===== src/hdl/tep_pkg.sv =====
// shared widths, constants and stage payload types of the tanh pipeline
// no dependencies, compile first
package tep_pkg;

    localparam int Z_W    = 16;  // input sample width, q4.12
    localparam int AZ_W   = 17;  // magnitude of the sample, 0..32768
    localparam int KM_W   = 18;  // width of the 2*log2(e) constant
    localparam int A_W    = 33;  // exponent product, q.28
    localparam int K_W    = 5;   // integer part of the exponent
    localparam int F_W    = 24;  // fraction of the exponent, q0.24
    localparam int F_LSB  = 4;   // truncated low bits of the product
    localparam int P_W    = 25;  // polynomial value, q.24 in [1,2)
    localparam int E_W    = 48;  // p shifted by k
    localparam int D_W    = 49;  // divisor e + 1.0
    localparam int N_W    = 64;  // rounded dividend
    localparam int Q_W    = 16;  // quotient bits
    localparam int R_SH   = 15;  // q1.15 scaling of the quotient
    localparam int POLY_N = 6;   // coefficient count, degree 5

    localparam logic [KM_W-1:0] TWO_LOG2E_Q16 = 18'd189097;
    localparam logic [E_W-1:0]  ONE_Q24       = E_W'(1) << F_W;
    localparam logic [Q_W-1:0]  Q_LIMIT       = 16'd32768;
    localparam logic [Z_W-1:0]  MAG_SAT       = 16'd32767;

    // horner coefficients, highest order first, q.24
    localparam logic [P_W-1:0] POLY_COEF [POLY_N] = '{
        25'd22370,
        25'd161365,
        25'd931204,
        25'd4030332,
        25'd11629080,
        25'd16777216
    };

    typedef struct packed {
        logic           neg;
        logic [K_W-1:0] k;
        logic [P_W-1:0] p;
    } t_exp;

    typedef struct packed {
        logic           neg;
        logic [Q_W-1:0] q;
    } t_quot;

endpackage


===== src/hdl/tep_div.sv =====
// back of the tanh pipeline: 2^k shift, rounded dividend and a
// one-bit-per-stage restoring divider; depends on tep_pkg
module tep_div (
    input  logic          i_clk,
    input  logic          i_rst_n,
    input  logic          i_en,
    input  logic          i_valid,
    input  tep_pkg::t_exp i_data,
    output logic          o_valid,
    output tep_pkg::t_quot o_data
);
    import tep_pkg::*;

    localparam int NQ = Q_W;  // divider stages

    // stage a: e = p << k
    logic               r_va;
    logic               r_nega;
    logic [E_W-1:0]     r_e;
    // stage b: numerator and divisor
    logic               r_vb;
    logic               r_negb;
    logic [E_W-1:0]     r_num;
    logic [D_W-1:0]     r_denb;
    // stage c (index 0) and divider steps 1..NQ
    logic [NQ:0]        r_v;
    logic [NQ:0]        r_neg;
    logic [D_W-1:0]     r_den [NQ];
    logic [D_W-1:0]     r_rem [NQ];
    logic [Q_W-1:0]     r_low [NQ];
    logic [Q_W-1:0]     r_q   [1:NQ];

    logic [E_W-1:0]     w_e;
    logic [N_W-1:0]     w_n;
    logic [Q_W-1:0]     w_qin [1:NQ];
    logic [D_W:0]       w_tr  [1:NQ];
    logic               w_ge  [1:NQ];
    logic [D_W:0]       w_dif [1:NQ];

    assign w_e = E_W'(i_data.p) << i_data.k;
    // (e - 1) * 2^15 + (e + 1) / 2, round half up
    assign w_n = (N_W'(r_num) << R_SH) + N_W'(r_denb >> 1);

    always_comb begin
        w_qin[1] = '0;
        for (int j = 2; j <= NQ; j++) begin
            w_qin[j] = r_q[j-1];
        end
        for (int j = 1; j <= NQ; j++) begin
            w_tr[j]  = {r_rem[j-1], r_low[j-1][Q_W-1]};
            w_ge[j]  = w_tr[j] >= {1'b0, r_den[j-1]};
            w_dif[j] = w_tr[j] - {1'b0, r_den[j-1]};
        end
    end

    always_ff @(posedge i_clk) begin
        if (!i_rst_n) begin
            r_va <= 1'b0;
            r_vb <= 1'b0;
            r_v  <= '0;
        end else if (i_en) begin
            r_va <= i_valid;
            r_vb <= r_va;
            r_v  <= {r_v[NQ-1:0], r_vb};
        end
    end

    always_ff @(posedge i_clk) begin
        if (i_en) begin
            r_nega   <= i_data.neg;
            r_e      <= w_e;
            r_negb   <= r_nega;
            r_num    <= (r_e >= ONE_Q24) ? (r_e - ONE_Q24) : '0;
            r_denb   <= {1'b0, r_e} + {1'b0, ONE_Q24};
            r_neg[0] <= r_negb;
            r_den[0] <= r_denb;
            r_rem[0] <= D_W'(w_n[N_W-1:Q_W]);
            r_low[0] <= w_n[Q_W-1:0];
            for (int j = 1; j <= NQ; j++) begin
                r_neg[j] <= r_neg[j-1];
                r_q[j]   <= {w_qin[j][Q_W-2:0], w_ge[j]};
            end
            for (int j = 1; j < NQ; j++) begin
                r_den[j] <= r_den[j-1];
                r_rem[j] <= w_ge[j] ? w_dif[j][D_W-1:0] : w_tr[j][D_W-1:0];
                r_low[j] <= {r_low[j-1][Q_W-2:0], 1'b0};
            end
        end
    end

    assign o_valid    = r_v[NQ];
    assign o_data.neg = r_neg[NQ];
    assign o_data.q   = r_q[NQ];

endmodule


===== config.mk =====
export PLATFORM = sky130hd
export DESIGN_NAME = tep_div
export DESIGN_NICKNAME = d
export VERILOG_FILES = /design/src/hdl/tep_pkg.sv /design/src/hdl/tep_div.sv
export SDC_FILE = /design/constraint.sdc
export NUM_CORES = 2
export LEC_CHECK = 0
export BUFFER_PORTS_ARGS = -buffer_cell sky130_fd_sc_hd__clkbuf_2
export CORE_MARGIN = 1.5
export CORE_UTILIZATION = 59
export DETAILED_ROUTE_END_ITERATION = 8
export GPL_TIMING_DRIVEN = 0
export PLACE_DENSITY = 0.81
export SKIP_CTS_REPAIR_TIMING = 1
export SLEW_MARGIN = 10
export SYNTH_ARGS = -nofsm -noshare
export SYNTH_HDL_FRONTEND = slang
export SYNTH_SLANG_ARGS = --single-unit

===== constraint.sdc =====
create_clock -name i_clk -period 3.63 [get_ports i_clk]
set_input_delay 0.1815 -clock i_clk [delete_from_list [all_inputs] [get_ports i_clk]]
set_output_delay 0.1815 -clock i_clk [all_outputs]
set_load 0.01 [all_outputs]

* After elaboration in Yosys (flattened, before gate mapping)
Memory sizes are Yosys's and may differ from the RTL's.
Cells that the tools add are included.
** Word-level totals
- Flip-flop bits (word level) :: 183
- Input bits :: 35
- Memories :: 4
- Bits in writable memories :: 2080
- Word-level logic and storage cells :: 66
- Output and inout port bits :: 18
** Cells by class
- Shift operators :: 1
- Muxes and demuxes :: 17
- Add/subtract/negate cells :: 18
- $lt $le $gt $ge :: 17
** Memories
- r_den :: words 16, width 49, read ports 16, clocked after Yosys merged registers in 0, write ports 16, line tep_div.sv:28 : logic [D_W-1:0] r_den [NQ];
- r_rem :: words 16, width 49, read ports 16, clocked after Yosys merged registers in 0, write ports 16, line tep_div.sv:29 : logic [D_W-1:0] r_rem [NQ];
- r_low :: words 16, width 16, read ports 16, clocked after Yosys merged registers in 0, write ports 16, line tep_div.sv:30 : logic [Q_W-1:0] r_low [NQ];
- r_q :: words 16, width 16, read ports 16, clocked after Yosys merged registers in 0, write ports 16, line tep_div.sv:31 : logic [Q_W-1:0] r_q [1:NQ];
** Operators with widths (number)
- 50-bit by 49-bit greater-or-equal comparator with 1-bit output :: 16
- 49-bit 2-to-1 mux :: 15
- 49-bit subtractor :: 15
- 63-bit by 48-bit adder with 64-bit output :: 1
- 48-bit by 25-bit adder with 49-bit output (second input constant) :: 1
- 48-bit by 25-bit greater-or-equal comparator with 1-bit output (second input constant) :: 1
- 25-bit by 5-bit left shift with 48-bit output :: 1
- 48-bit by 25-bit subtractor with 48-bit output (second input constant) :: 1
- 1-bit 2-to-1 mux :: 2

* Logic depth before layout (Yosys ltp)
An unclocked memory read counts as a cell.
- Depth in word-level cells :: 3
- Depth in mapped cells :: 18
- Gate-level depth less buffers :: 16

* Worst setup path after synthesis
No wires, ideal clock.
- Path type :: reg2reg
- Start point :: mem r_den[2][14] (netlist: r_den[1][14])
- End point :: mem r_rem[3][1] (netlist: r_rem[0][148]), data pin
- Library setup time :: 262 ps
- Arrival :: 3594 ps
- Clock period less this slack :: 3856 ps
- Setup slack :: -226 ps
- Buffers on the path :: 1
- Stages on the path, launching flop included :: 16
- Cell sequence :: edfxtp_1 -> inv_1 -> ha_1 -> inv_1 -> fa_1 -> a21o_1 -> a221oi_2 -> o31ai_1 -> nor4_2 -> o21bai_1 -> a41oi_1 -> a21oi_1 -> o31a_1 -> nor4_4 -> buf_4 -> mux2_1
** RTL lines (line)
- from (decl) :: tep_div.sv:28
- to (decl) :: tep_div.sv:29

==> flow_summary_export.csv <==
group,metric,value,unit
timing,setup_ws,-936,ps
timing,setup_violations,780,
pwr,power.density,893,nW/um^2
status,run_status,"finished, violations left",
placed_design,port_buffers,49,
synth,synth_top_family_by_area,"compound AO/OA/AOI/OAI gates",
setup_path,r2r_end,"r_rem[1][341]",
clock_tree,clock_path_buffers,3,
clock_tree,cts_tree,"built",
clock_tree,cts_root_buf,"clkbuf_16",
pwr,pwr-share-comb,0.516,
final_layout,final_cell_area,129000,sq um
final_layout,area_delta_synth_final,15.0,%
setup_path,crit_path_cell_trace,"inv_1 > ha_1 > nor2b_1 > nand3_1 > nor3_1 > nand4_1 > o21ai_1 > a41oi_4 > buf_12 > inv_2 > mux2_2",
final_layout,drive_above_1_share,0.127,
setup_path,max_stage_delay,610,ps
routing,wire_per_inst,23.3,microns
timing,final_max_slew_viol_count,0,
clock_tree,cts_buffers,198,
timing,fmax,219,MHz
synth,synth.mux.area_fraction,0.0234,
timing,rsz0062_at_grt,"yes",
pwr,pwr-share-seq,0.306,
synth,synth_compound_gate_area_share,0.169,
die,dieArea,193000,sq um
placed_design,hpwlAfterDp,242000,microns
synth,synth_top_area_frac,0.499,
synth,async_flop_share,0,
die,die_h,439,microns
die,die_w,439,microns
setup_path,slowest_stage,"nor3_1",
routing,detail_route.vias_per_cell,6.08,
worst_hold_path,hold_class,"in2reg",
global_routing,antenna_found_initial,5,
pwr,power_leakage,52.8,nW
setup_path,cp_max_fo,8,
pwr,switchingPower,47.0,mW
global_routing,grt_start_max_net_pins,123,
timing,slew-limit-headroom,0.239,
timing,tightest_slew,1140,ps
synth,synth_area,112000,sq um
clock_tree,clock_sinks,1887,
timing,finClkSkew,41.5,ps
synth,yosys.area.top_type,"edfxtp_1",
routing,wl,320000,microns
global_routing,grt_use_total,0.312,
global_routing,grt-ovfl-total,0,
synth,synth_cell_types,105,
pwr,vdd_drop_max,0.519,mV
routing,first_pass_iters,8,
die,io_pins,53,
routing,first_iter_violations,5667,
setup_path,crit_path_end_kind,"flip-flop",
final_layout,layout.nets,11960,
clock_tree,htree_levels,4,
setup_path,path_class,"reg2reg",
die,start_util,0.596,
setup_path,reg2reg_from,"r_den[6][97]",
synth,netlist_instances,10644,
setup_path,cp-startpoint,"r_den[6][97]",
status,violations,"negative hold slack, negative setup slack",
synth,yosys.area_share.simple,0.107,
clock_tree,clkSlewWorstSetupHoldPaths,60,ps
setup_path,critPathLaunchType,"flip-flop",
synth,synth_fa_ha_area_frac,0.0942,
die,row_count,159,
final_layout,n_fill_cell,13468,
pwr,switching_share,0.407,
clock_tree,clkLatencyLatePin,870,ps
setup_path,crit_end,"r_rem[1][341]",
timing,setup_tns,-332150,ps
synth,synth_nets,11515,
placed_design,routabilityCongestion,1.10,
routing,postRouteAntennaNets,0,
global_routing,grt_pass1_wl,461000,microns
job,maxCapViolCount,0,
setup_path,r2r_slack,-940,ps
synth,synth_edf_count,1868,
synth,synth_warnings,0,
placed_design,dpl_cell_area,116000,sq um
synth,ys_seq_elements,1887,
routing,vias,83660,
synth,synthTopCellsByArea,"edfxtp_1 (50%), ha_1 (9.1%), a21oi_1 (4.4%)",
die,core-area,188000,sq um
synth,seq_area_frac_synth,0.503,
setup_path,reg2regPathDepth,11,
pwr,intPower,68.5,mW
timing,holdWs,-21.9,ps
pwr,clockPowerShare,0.178,
synth,synth-xor-area-share,0.0568,
synth,syn-mean-instance-area,10.6,sq um
setup_path,cp.required,4210,ps
global_routing,grt_pass1_vias,83634,
timing,fin_crit_sh,1.26,
timing,fin_crit,4570,ps
routing,drc,0,
setup_path,arrival,5150,ps
timing,hold_violations,21,
synth,synth_flop_cell,"edfxtp_1",
## cells in the final DEF, fill, tap and decap left out, types with 220 or more instances in the layout
| cell | synthesis | routed |
|---|---|---|
| a21o_1 | 493 | 492 |
| a21oi_1 | 998 | 900 |
| clkbuf_16 | 0 | 220 |
| edfxtp_1 | 1868 | 1868 |
| ha_1 | 820 | 768 |
| inv_1 | 992 | 972 |
| nand2_1 | 878 | 841 |
| nor2_1 | 609 | 540 |
| o21ai_0 | 760 | 683 |
| xnor2_1 | 431 | 430 |
| xor2_1 | 297 | 295 |
## cells in the mapped netlist, types with 35 or more instances
master	number
a21boi_0	35
o211ai_1	50
and3_1	98
mux2i_1	63
mux2_2	154
o21a_1	64
buf_2	49
o21ai_0	760
clkbuf_1	267
o31ai_1	62
edfxtp_1	1868
nand4_1	166
nand3_1	170
ha_1	820
nor2b_1	138
o21bai_1	115
a31oi_1	109
and2_1	54
a21oi_1	998
nor2_1	609
nand2b_1	117
or3_1	40
xnor2_1	431
nor3_1	95
xor2_1	297
inv_1	992
a211oi_1	81
nand2_1	878
a21o_1	493
## critical path, delay by kind of cell, from the launching register on
family,cells,cell delay [ps]
buffers and inverters,3,460
multiplexers,1,370
AO/OA/AOI/OAI,2,640
flip-flops,1,420
adder cells (fa/ha/maj),1,330
AND/OR/NAND/NOR,4,2020
## worst min-delay path by stage
stage / cells past startpoint / end / slack (ps) / startpoint
floorplan: 0 / r_nega / 280 / i_data[30]
global placement: 1 / r_nega / 360 / i_data[30]
detailed placement: 1 / r_nega / 370 / i_data[30]
CTS: 1 / r_nega / -520 / i_data[30]
global route: 3 / r_e[39] / 5 / i_data[24]
finish: 2 / r_q[0][151] / -20 / i_en
## metrics by stage
stage,power [mW],utilization,setup slack (ps),instances
2_1_floorplan,71.6,-,-73.2,10644
3_3_place_gp,87.1,0.615,-29060,13188
3_5_place_dp,86.7,0.618,-3470,13213
4_1_cts,107,0.653,-3500,13574
5_1_grt,122,0.686,-930,13750
6_report,115,0.686,-936,13752
## power by group through the flow
| stage | sequential (mW) | clock [mW] | combinational [mW] |
|---|---|---|---|
| after floorplan | 34.1 | 0 | 37.5 |
| after detailed placement | 35.4 | 0 | 51.3 |
| after CTS | 35.0 | 20.7 | 51.7 |
| after global routing | 35.8 | 21.5 | 64.5 |
| after global placement | 36.8 | 0 | 50.3 |
| final | 35.4 | 20.5 | 59.6 |
## per-layer routing
layer	GRT usage	vias up	routed length, microns
met5	0	-	0
li1	-	39849	-
met1	0.271	39919	100000
met4	0.285	0	34900
met2	0.612	2733	174000
met3	0.0365	1159	11300
## area by class of cell
| class | instances | area, sq um | share of cell area |
|---|---|---|---|
| Sequential cell | 1887 | 56500 | 0.437 |
| Inverter | 997 | 3760 | 0.0291 |
| Antenna cell | 7 | 17.5 | 0.000136 |
| Tap cell | 2495 | 3120 | 0.0242 |
| Clock buffer | 237 | 5140 | 0.0398 |
| Buffer | 331 | 2350 | 0.0182 |
| Clock inverter | 124 | 1350 | 0.0104 |
| Timing Repair Buffer | 277 | 3100 | 0.0240 |
| Multi-Input combinational cell | 7397 | 53900 | 0.417 |
## cell families (layout without fill, tap and decap cells)
group / count (synthesis) / count (layout)
other: 0 / 7
buffers and inverters: 1360 / 1966
flip-flops: 1887 / 1887
AO/OA/AOI/OAI: 3076 / 3076
XOR/XNOR: 728 / 728
multiplexers: 233 / 233
adder cells (fa/ha/maj): 836 / 836
AND/OR/NAND/NOR: 2524 / 2524
## sequential cells by signal, indices dropped and copies added, names as in the netlist, 17 cells and up
signal / flops
r_den: 784
r_rem: 783
r_q: 136
r_denb: 49
r_e: 48
r_num: 48
r_neg: 17
r_v: 17
No activity file was read; power rests on OpenSTA's default activity.
